File: src/design/eua_pkg.sv
package eua_pkg;

  localparam int unsigned COUNT_BITS = 16;
  localparam int unsigned OUT_BITS   = 32;

  // Correction applied when a counter wraps, and width of the totals.
  localparam logic [63:0] COUNTER_WRAP = 64'd65535;
  localparam int unsigned ACCUM_BITS   = 32;

  localparam logic [COUNT_BITS-1:0] HALF_POINT   = 16'h8000;
  localparam logic [OUT_BITS-1:0]   HOLD_BACKOFF = 32'd100;

  // Signed wheel delta: |count - offset| + wrap, plus a sign bit.
  localparam int unsigned DELTA_BITS = $clog2(COUNTER_WRAP + 64'd65536) + 1;
  localparam int unsigned SUM_BITS   = DELTA_BITS + 1;
  localparam int unsigned WORK_BITS  = (SUM_BITS > ACCUM_BITS) ? SUM_BITS : ACCUM_BITS;
  localparam int unsigned WIDE_BITS  = (ACCUM_BITS > OUT_BITS) ? ACCUM_BITS : OUT_BITS;

  localparam logic MODE_SAMPLE = 1'b0;
  localparam logic MODE_CLEAR  = 1'b1;

  typedef struct packed {
    logic                  mode;
    logic [COUNT_BITS-1:0] right_count;
    logic                  right_over;
    logic                  right_under;
    logic [COUNT_BITS-1:0] left_count;
    logic                  left_over;
    logic                  left_under;
  } in_item_t;

  typedef struct packed {
    logic signed [OUT_BITS-1:0] distance_ticks;
    logic signed [OUT_BITS-1:0] angle_ticks;
    logic signed [OUT_BITS-1:0] hold_distance_target;
  } out_item_t;

  // Control for one beat entering the accumulator stage.
  typedef struct packed {
    logic valid;
    logic clear;
  } step_t;

endpackage

File: src/design/eua_wheel_delta.sv
module eua_wheel_delta (
  input  logic [eua_pkg::COUNT_BITS-1:0]        count,
  input  logic                                  over,
  input  logic                                  under,
  input  logic [eua_pkg::COUNT_BITS-1:0]        offset,
  output logic signed [eua_pkg::DELTA_BITS-1:0] delta
);

  logic signed [eua_pkg::DELTA_BITS-1:0] base;
  logic signed [eua_pkg::DELTA_BITS-1:0] wrap;
  logic                                  low_half;
  logic                                  add_wrap;
  logic                                  sub_wrap;

  assign base = $signed(eua_pkg::DELTA_BITS'(count)) - $signed(eua_pkg::DELTA_BITS'(offset));
  assign wrap = $signed(eua_pkg::DELTA_BITS'(eua_pkg::COUNTER_WRAP));

  // Both flags set: the reading tells which way the counter wrapped last.
  assign low_half = (count < eua_pkg::HALF_POINT);
  assign add_wrap = over & (~under | low_half);
  assign sub_wrap = under & (~over | ~low_half);

  always_comb begin
    priority if (add_wrap) begin
      delta = base + wrap;
    end else if (sub_wrap) begin
      delta = base - wrap;
    end else begin
      delta = base;
    end
  end

endmodule

File: src/design/eua_accum.sv
module eua_accum (
  input  logic                                  clk,
  input  logic                                  rst_n,
  input  eua_pkg::step_t                        step,
  input  logic signed [eua_pkg::DELTA_BITS-1:0] delta_right,
  input  logic signed [eua_pkg::DELTA_BITS-1:0] delta_left,
  output logic                                  advance,
  output logic                                  out_valid,
  input  logic                                  out_ready,
  output eua_pkg::out_item_t                    out_item
);

  logic [eua_pkg::ACCUM_BITS-1:0] dist_r, dist_nxt;
  logic [eua_pkg::ACCUM_BITS-1:0] angle_r, angle_nxt;
  logic                           out_valid_r, out_valid_nxt;
  eua_pkg::out_item_t             out_item_r, out_item_nxt;

  logic                                  take;
  logic signed [eua_pkg::SUM_BITS-1:0]   sum_w;
  logic signed [eua_pkg::SUM_BITS-1:0]   diff_w;
  logic signed [eua_pkg::SUM_BITS-1:0]   half_w;
  logic signed [eua_pkg::WORK_BITS-1:0]  half_ext;
  logic signed [eua_pkg::WORK_BITS-1:0]  diff_ext;
  logic signed [eua_pkg::WIDE_BITS-1:0]  dist_wide;
  logic signed [eua_pkg::WIDE_BITS-1:0]  angle_wide;

  assign advance = ~out_valid_r | out_ready;
  assign take    = step.valid & advance;

  assign sum_w  = eua_pkg::SUM_BITS'(delta_right) + eua_pkg::SUM_BITS'(delta_left);
  assign diff_w = eua_pkg::SUM_BITS'(delta_right) - eua_pkg::SUM_BITS'(delta_left);
  // Halve toward zero: bias negative sums by one before the shift.
  assign half_w = (sum_w + $signed(eua_pkg::SUM_BITS'(sum_w[eua_pkg::SUM_BITS-1]))) >>> 1;

  assign half_ext = eua_pkg::WORK_BITS'(half_w);
  assign diff_ext = eua_pkg::WORK_BITS'(diff_w);

  always_comb begin
    if (step.clear == eua_pkg::MODE_CLEAR) begin
      dist_nxt  = '0;
      angle_nxt = '0;
    end else begin
      dist_nxt  = dist_r + half_ext[eua_pkg::ACCUM_BITS-1:0];
      angle_nxt = angle_r + diff_ext[eua_pkg::ACCUM_BITS-1:0];
    end
  end

  assign dist_wide  = eua_pkg::WIDE_BITS'($signed(dist_nxt));
  assign angle_wide = eua_pkg::WIDE_BITS'($signed(angle_nxt));

  always_comb begin
    out_item_nxt.distance_ticks       = dist_wide[eua_pkg::OUT_BITS-1:0];
    out_item_nxt.angle_ticks          = angle_wide[eua_pkg::OUT_BITS-1:0];
    out_item_nxt.hold_distance_target =
      dist_wide[eua_pkg::OUT_BITS-1:0] - eua_pkg::HOLD_BACKOFF;
  end

  always_comb begin
    if (take) begin
      out_valid_nxt = 1'b1;
    end else if (out_ready) begin
      out_valid_nxt = 1'b0;
    end else begin
      out_valid_nxt = out_valid_r;
    end
  end

  always_ff @(posedge clk) begin
    if (!rst_n) begin
      dist_r      <= '0;
      angle_r     <= '0;
      out_valid_r <= 1'b0;
    end else begin
      out_valid_r <= out_valid_nxt;
      if (take) begin
        dist_r  <= dist_nxt;
        angle_r <= angle_nxt;
      end
    end
  end

  always_ff @(posedge clk) begin
    if (take) begin
      out_item_r <= out_item_nxt;
    end
  end

  assign out_valid = out_valid_r;
  assign out_item  = out_item_r;

  a_take_shows: assert property (@(posedge clk) disable iff (!rst_n)
    take |=> out_valid_r)
    else $error("accepted step did not produce a result");

  a_clear_zero: assert property (@(posedge clk) disable iff (!rst_n)
    (take && step.clear == eua_pkg::MODE_CLEAR) |=>
      (dist_r == '0 && angle_r == '0 && out_item_r.distance_ticks == '0))
    else $error("clear step left a nonzero total");

  a_hold_offset: assert property (@(posedge clk) disable iff (!rst_n)
    out_valid_r |->
      (out_item_r.hold_distance_target ==
       out_item_r.distance_ticks - eua_pkg::HOLD_BACKOFF))
    else $error("hold target out of step with distance");

  a_totals_hold: assert property (@(posedge clk) disable iff (!rst_n)
    !take |=> ($stable(dist_r) && $stable(angle_r)))
    else $error("totals moved without an accepted step");

endmodule

File: src/design/encoder_unwrap_odometry_accumulator.sv
// Differential-drive wheel odometry. Each input beat carries both 16-bit
// encoder counter readings with their overflow and underflow flags; the
// block turns each into a wheel delta (reading minus start_offset, plus or
// minus the counter wrap, with the reading's upper half deciding the
// direction when both flags are set), and keeps two wrapping 32-bit totals:
// angle (right minus left) and distance (half the sum, truncated toward
// zero). Every input beat yields exactly one output beat holding both totals
// after the update and a hold target of distance minus 100. A beat with
// mode set clears both totals (output 0, 0, -100). Throughput is one beat
// per clock while out_ready is high; each beat passes through the input
// register and the result register around the delta and accumulate logic.
// Write start_offset through the cfg_ port only while no beat is in flight;
// cfg_ready is always high.
module encoder_unwrap_odometry_accumulator (
  input  logic                          clk,
  input  logic                          rst_n,
  input  logic                          in_valid,
  output logic                          in_ready,
  input  eua_pkg::in_item_t             in_item,
  output logic                          out_valid,
  input  logic                          out_ready,
  output eua_pkg::out_item_t            out_item,
  input  logic                          cfg_valid,
  output logic                          cfg_ready,
  input  logic [eua_pkg::COUNT_BITS-1:0] cfg_data
);

  // Configuration: start offset subtracted from every reading.
  logic [eua_pkg::COUNT_BITS-1:0] offset_r;

  // Input register stage.
  logic                 stage_valid_r, stage_valid_nxt;
  eua_pkg::in_item_t    stage_item_r;

  eua_pkg::step_t                        step;
  logic                                  advance;
  logic signed [eua_pkg::DELTA_BITS-1:0] delta_right;
  logic signed [eua_pkg::DELTA_BITS-1:0] delta_left;

  assign cfg_ready = 1'b1;

  // Take a new beat whenever the stage is empty or moves on this cycle.
  assign in_ready = ~stage_valid_r | advance;

  always_comb begin
    if (in_ready) begin
      stage_valid_nxt = in_valid;
    end else begin
      stage_valid_nxt = stage_valid_r;
    end
  end

  always_ff @(posedge clk) begin
    if (!rst_n) begin
      offset_r      <= '0;
      stage_valid_r <= 1'b0;
    end else begin
      stage_valid_r <= stage_valid_nxt;
      if (cfg_valid && cfg_ready) begin
        offset_r <= cfg_data;
      end
    end
  end

  // Hold the payload while stalled; load it on every accepted beat.
  always_ff @(posedge clk) begin
    if (in_valid && in_ready) begin
      stage_item_r <= in_item;
    end
  end

  eua_wheel_delta u_delta_right (
    .count  (stage_item_r.right_count),
    .over   (stage_item_r.right_over),
    .under  (stage_item_r.right_under),
    .offset (offset_r),
    .delta  (delta_right)
  );

  eua_wheel_delta u_delta_left (
    .count  (stage_item_r.left_count),
    .over   (stage_item_r.left_over),
    .under  (stage_item_r.left_under),
    .offset (offset_r),
    .delta  (delta_left)
  );

  assign step.valid = stage_valid_r;
  assign step.clear = stage_item_r.mode;

  eua_accum u_accum (
    .clk         (clk),
    .rst_n       (rst_n),
    .step        (step),
    .delta_right (delta_right),
    .delta_left  (delta_left),
    .advance     (advance),
    .out_valid   (out_valid),
    .out_ready   (out_ready),
    .out_item    (out_item)
  );

  a_stall_cause: assert property (@(posedge clk) disable iff (!rst_n)
    !in_ready |-> (stage_valid_r && out_valid && !out_ready))
    else $error("input stalled without a full pipeline");

  a_stage_fill: assert property (@(posedge clk) disable iff (!rst_n)
    (in_valid && in_ready) |=> stage_valid_r)
    else $error("accepted beat missing from input stage");

endmodule
File: config.mk
export PLATFORM = sky130hd
export DESIGN_NAME = encoder_unwrap_odometry_accumulator
export DESIGN_NICKNAME = d
export VERILOG_FILES = /design/src/design/eua_pkg.sv /design/src/design/eua_wheel_delta.sv /design/src/design/eua_accum.sv /design/src/design/encoder_unwrap_odometry_accumulator.sv
export SDC_FILE = /design/constraint.sdc
export NUM_CORES = 1
export LEC_CHECK = 0
export BUFFER_PORTS_ARGS = -buffer_cell sky130_fd_sc_hd__buf_2
export CORE_UTILIZATION = 55
export DETAILED_ROUTE_END_ITERATION = 7
export MAX_ROUTING_LAYER = met4
export PLACE_DENSITY = 0.75
export SYNTH_ARGS = -nofsm -noshare
export SYNTH_HDL_FRONTEND = slang
export SYNTH_SLANG_ARGS = --single-unit
File: constraint.sdc
create_clock -name clk -period 9.9 [get_ports clk]
set_input_delay 1.98 -clock clk [delete_from_list [all_inputs] [get_ports clk]]
set_output_delay 1.98 -clock clk [all_outputs]
set_load 0.01 [all_outputs]
==> flow_summary.toml, run 1 <==
[pwr]
sw_frac_of_total_pct = 43.91
power.density_nw_per_um2 = 269.4
ir_worst_vdd_mv = 0.1505
p_clk_share_pct = 17.0
comb_power_share_pct = 58.3
p_sw_mw = 2.140
internal_power_mw = 2.734
p_leak_nw = 7.498
power_mw = 4.874
seqPwrFrac_pct = 24.7

[final_layout]
layout_common_cells = "nand2_1, buf_2, ha_1"
num-nets-final = 2161
seq_area_um2 = 5575
layout-drive-gt1-share_pct = 13.12
num_antenna_cells = 0
final_common_cell = "nand2_1"
stdcell_area_um2 = 18090
area_growth_pct = 12.65
multiInputGateArea_um2 = 9945
num-fill-cells = 2462
instances_no_fill = 2358

[drt]
drt_wl_total_um = 40600
initialDrtViolationCount = 944
drtPass1Iterations = 5
antenna_left = 0
wl_per_cell_um = 17.22
vias = 13752
vias_per_cell = 5.832
drc_errors = 0

[flow_run]
drv_cap = 0

[sta]
fmax_mhz = 107.4
hold_viol = 0
clock_skew_ns = 0.01626
worstMarginPinSlew_ns = 0.9651
relSlewSlack_pct = 35.66
layout_min_cycle_time_ns = 9.309
post-route-period-util_pct = 94.03
finalSetupViolations = 0
drv_slew = 0

[worst_setup_path]
r2r_end = "u_accum.out_item[28]"
end_kind = "flip-flop"
ff2ff_setup_slack_ns = 0.59
worst_path_max_delay_cell = "or4_1"
crit_top_cell = "a21oi_1"
rr_worst_depth = 41
setup.worst_path.start = "offset_r[1]"
start_kind = "flip-flop"
crit_fanout = 7
crit_type = "flip-flop to flip-flop"
timing.rr.start = "offset_r[1]"
worstSetupEndpoint = "u_accum.out_item[28]"
cpPeakStageDelay_ns = 0.59
worstPathArrival_ns = 9.60
required_ns = 10.19

[synth]
synth_seq_area_share_pct = 34.72
syn_inst = 1804
synth_top_family_by_area = "simple AND/OR/NAND/NOR gates"
synth_area_leaders = "edfxtp_1, ha_1, dfxtp_1"
synth_top_area_share_pct = 24.50
synth_compound_area_share_pct = 18.75
synth_edf_count = 131
synth_mux_area_share_pct = 2.057
synthAdderAreaFrac_pct = 11.66
syn_area_per_cell_um2 = 8.902
ys_types = 88
synth-seq-cells = 213
mappedNetlistArea_um2 = 16060
synthFlopType = "edfxtp_1"
synthSimpleGateAreaFrac_pct = 20.36
ys.warnings.count = 0
async_flop_share_pct = 0
yosys.area.top_type = "edfxtp_1"
synth_xor_area_share_pct = 8.718
mappedNetlistNets = 2008

[floorplan]
start_util_pct = 55.95
chipHeight_um = 172.9
ios = 157
die_area_um2 = 29890
die_w_um = 172.9
core_area_um2 = 28700
rows = 62

[global_routing]
grt_max_degree = 90
grt_use_total_pct = 27.21
overflow = 0
grt_pass1_vias = 12979
grt_pass1_wl_um = 64800
antenna_found_initial = 0

[clocking]
htree_levels = 1
cts_made_buffers = 23
clock-root-buffer = "clkbuf_16"
cts_hold_buf = 0
cts_tree = "built"
clockBufferDepth = 3
clk_pin_slew_worst_paths_ns = 0.06
clkSinkCount = 213
worstSkewPairLatency_ns = 0.54

[outcome]
status = "complete, no violations"

[placed_design]
place_hpwl_um = 30960
place_inst = 2312
numPortBuffers = 155
placed_cell_area_um2 = 17290
place.gp.congestion = 0.9559

[hold_path]
hp-class = "flip-flop to flip-flop"
==> layer usage <==
layer	share of wire [%]	vias to the layer above	GRT usage [%]
li1	-	6827	-
met1	43	6463	32.60
met2	48	384	46.98
met3	3.7	78	2.111
met4	4.6	0	11.84
met5	0	-	-
==> synth_stat cells, types with 25 or more instances <==
master	n
nand3_1	48
o21ai_0	34
a21o_1	37
ha_1	140
mux2i_1	26
a21oi_1	96
xor2_1	61
nor2b_1	61
nand2_1	177
o21ai_1	44
a21boi_0	33
nor2_1	137
xnor2_1	97
nor3_1	61
inv_1	97
edfxtp_1	131
nand2b_1	25
dfxtp_1	82
clkbuf_1	46
==> flip-flops by register name (all words and copies together) (netlist names) <==
| register | flops |
|---|---|
| u_accum.dist_r | 32 |
| stage_valid_r | 1 |
| stage_item_r | 37 |
| u_accum.out_item | 94 |
| u_accum.angle_r | 32 |
| u_accum.out_valid | 1 |
| offset_r | 16 |
==> through the flow <==
step                setup slack [ns]  setup TNS (ns)  util, %  hold WS [ns]
detailed placement            0.4122               0    60.23        0.4521
floorplan                      1.182               0        -        0.4394
global route                -0.01846        -0.02956    63.03        0.4795
global placement              0.6712               0    60.23        0.4467
CTS                           0.3761               0    62.74        0.4606
finish                        0.5911               0    63.03        0.4604
==> critical path, delay by kind of cell (launching register included) <==
family,cells,cell delay (ns)
AOI/OAI and AO/OA,17,3.09
xor gates and xnor gates,2,0.32
adders and majority gates,4,1.15
buffers and inverters,5,0.68
DFF,1,0.42
muxes,1,0.42
and+or+nand+nor,12,3.01
==> power groups by stage <==
stage	logic, mW	registers, mW	clock network [mW]
final	2.84	1.20	0.830
after global routing	3.12	1.21	0.872
after CTS	2.80	1.20	0.846
after detailed placement	2.78	1.22	0
after global placement	2.74	1.22	0
after floorplan	2.03	1.26	0
==> worst min path at each step <==
| stage | cells past startpoint | end | startpoint | slack [ns] |
|---|---|---|---|---|
| final | 2 | u_accum.angle_r[20] | u_accum.angle_r[20] | 0.46 |
| after global routing | 2 | u_accum.angle_r[18] | u_accum.angle_r[18] | 0.48 |
| after CTS | 2 | u_accum.angle_r[20] | u_accum.angle_r[20] | 0.46 |
| after detailed placement | 2 | u_accum.angle_r[20] | u_accum.angle_r[20] | 0.45 |
| after global placement | 2 | u_accum.angle_r[24] | u_accum.angle_r[24] | 0.45 |
| after floorplan | 2 | u_accum.angle_r[18] | u_accum.angle_r[18] | 0.44 |
==> area by class of cell <==
class                           count  share of cell area [%]
Clock inverter                     11                  0.5256
Inverter                           97                   2.040
Clock buffer                       31                   3.458
Multi-Input combinational cell   1437                   54.97
Timing Repair Buffer              185                   5.533
Tap cell                          384                   2.656
Sequential cell                   213                   30.82
==> kinds of logic (layout without fill, tap and decap cells) <==
family / Yosys count / count (layout)
mux: 32 / 32
flops: 213 / 213
buf+inv: 154 / 324
xor+xnor: 159 / 159
compound gates: 446 / 446
fa+ha+maj: 146 / 146
other cells: 1 / 1
simple gates: 653 / 653
==> repair_timing <==
action / 4_1_cts / 5_1_grt
buffers inserted: 0 / 4
resized for setup: 0 / 12
hold endpoints to repair: 0 / 0
setup endpoints to repair: 0 / 19
Note: power is estimated with default switching activity, not from simulation.
==> run 2, diff against run 1 <==
clock period = 11.35 ns   (was 9.9 ns; I/O delays follow)
==> run 2 against run 1 <==
Against the previous run: setup slack improved by 0.49 ns; largest cell class unchanged; global-route usage decreased by 0.20 points; maximum frequency decreased by 9.3%; power decreased by 14%; critical endpoint unchanged; critical path type unchanged; clock-buffer cell count unchanged; final cell count decreased by 1.0%; sequential share of layout area increased by 0.36 points; first-iteration DRC count decreased by 13%.
==> flow_summary.toml, run 2 (synthesis gave the netlist of run 1 again) <==
[drt]
vias_per_cell = 5.793
antenna_left = 0
drc_errors = 0
vias = 13521
drtPass1Iterations = 5
wl_per_cell_um = 17.27
initialDrtViolationCount = 822
drt_wl_total_um = 40300

[hold_path]
hp-start = "u_accum.dist_r[27]"
hp-class = "flip-flop to flip-flop"
min_to = "u_accum.dist_r[27]"
hold_depth = 2

[final_layout]
num_antenna_cells = 0
final_common_cell = "nand2_1"
area_growth_pct = 11.36
multiInputGateArea_um2 = 9891
layout-drive-gt1-share_pct = 11.64
stdcell_area_um2 = 17880
layout_common_cells = "nand2_1, buf_2, ha_1"
num-nets-final = 2137
fin_util_pct = 62.31
seq_area_um2 = 5575
num-fill-cells = 2500
instances_no_fill = 2334
largest_reg_flops = 94

[worst_setup_path]
r2r_end = "u_accum.out_item[28]"
crit_type = "flip-flop to flip-flop"
cpPeakStageDelay_ns = 0.66
timing.rr.start = "offset_r[1]"
end_kind = "flip-flop"
ff2ff_setup_slack_ns = 1.08
worst_path_max_delay_cell = "nor4_1"
crit_top_cell = "a21oi_1"
required_ns = 11.62
rr_worst_depth = 39
worstPathArrival_ns = 10.54
crit_fanout = 18
start_kind = "flip-flop"

[floorplan]
rows = 62
die_area_um2 = 29890
die_w_um = 172.9
start_util_pct = 55.95
ios = 157
chipHeight_um = 172.9
core_area_um2 = 28700

[sta]
fin_tns_setup_ns = 0
hold_viol = 0
clock_skew_ns = 0.01286
fmax_mhz = 97.40
layout_min_cycle_time_ns = 10.27
drv_slew = 0
finalSetupViolations = 0
rsz0062_at_grt = "no"
holdWs_ns = 0.4573
relSlewSlack_pct = 35.10
post-route-period-util_pct = 90.45
worstMarginPinSlew_ns = 0.9583
fin_ws_ns = 1.084

[clocking]
cts-resized-gates = 0
cts_tree = "built"
cts_made_buffers = 23
htree_levels = 1
clk_pin_slew_worst_paths_ns = 0.06
worstSkewPairLatency_ns = 0.54
clkSinkCount = 213
cts_hold_buf = 0
clock-root-buffer = "clkbuf_16"
post-cts-setup-buffers = 0
clockBufferDepth = 3

[global_routing]
grt_pass1_wl_um = 64200
grt_pass1_vias = 12692
antenna_found_initial = 0
grt_use_total_pct = 27.01
overflow = 0
grt_max_degree = 90

[pwr]
power.density_nw_per_um2 = 235.4
p_leak_nw = 7.376
ir_worst_vdd_mv = 0.1396
power_mw = 4.210

[outcome]
status = "complete, no violations"

[flow_run]
drv_cap = 0

[placed_design]
placed_cell_area_um2 = 17140
place.gp.congestion = 0.9462
place_inst = 2292
place_hpwl_um = 30930
dp_slack_ns = 1.126
numPortBuffers = 155
==> run 2: power by group <==
part           switching (mW)  internal [mW]  leakage (nW)
logic                    1.49          0.922          5.09
clock network           0.321          0.425         0.364
registers              0.0413           1.01          1.92
total                    1.86           2.35          7.38
==> run 2: worst max path at each step <==
stage	from	endpoint	slack [ns]
finish	offset_r[1]	u_accum.out_item[28]	1.08
global route	offset_r[1]	u_accum.out_item[28]	0.19
detailed placement	offset_r[1]	u_accum.out_item[28]	1.13
CTS	offset_r[1]	u_accum.out_item[28]	1.12
floorplan	offset_r[1]	u_accum.out_item[28]	2.63
global placement	offset_r[1]	u_accum.out_item[30]	1.50
==> run 2: area by class of cell <==
cell class,instances,share of cell area (%)
clock inverter,11,0.5667
inverter,97,2.064
sequential,213,31.18
tap,384,2.687
timing repair buffer,161,4.590
clock buffer,31,3.610
multi-input combinational,1437,55.31
==> run 2: critical path, delay by kind of cell (launching register included) <==
family	cells	cell delay, ns
adder cells (fa/ha/maj)	4	1.15
multiplexers	1	0.42
buffers and inverters	2	0.19
XOR/XNOR	2	0.31
AO/OA/AOI/OAI	18	3.89
AND/OR/NAND/NOR	12	3.58
flip-flops	1	0.42
==> run 2: per-layer routing <==
metal / track usage, % / part of all wire, % / vias up
met5: - / 0 / -
met4: 12.21 / 4.8 / 0
li1: - / - / 6792
met3: 2.858 / 4.1 / 83
met2: 45.48 / 48 / 335
met1: 32.67 / 44 / 6311
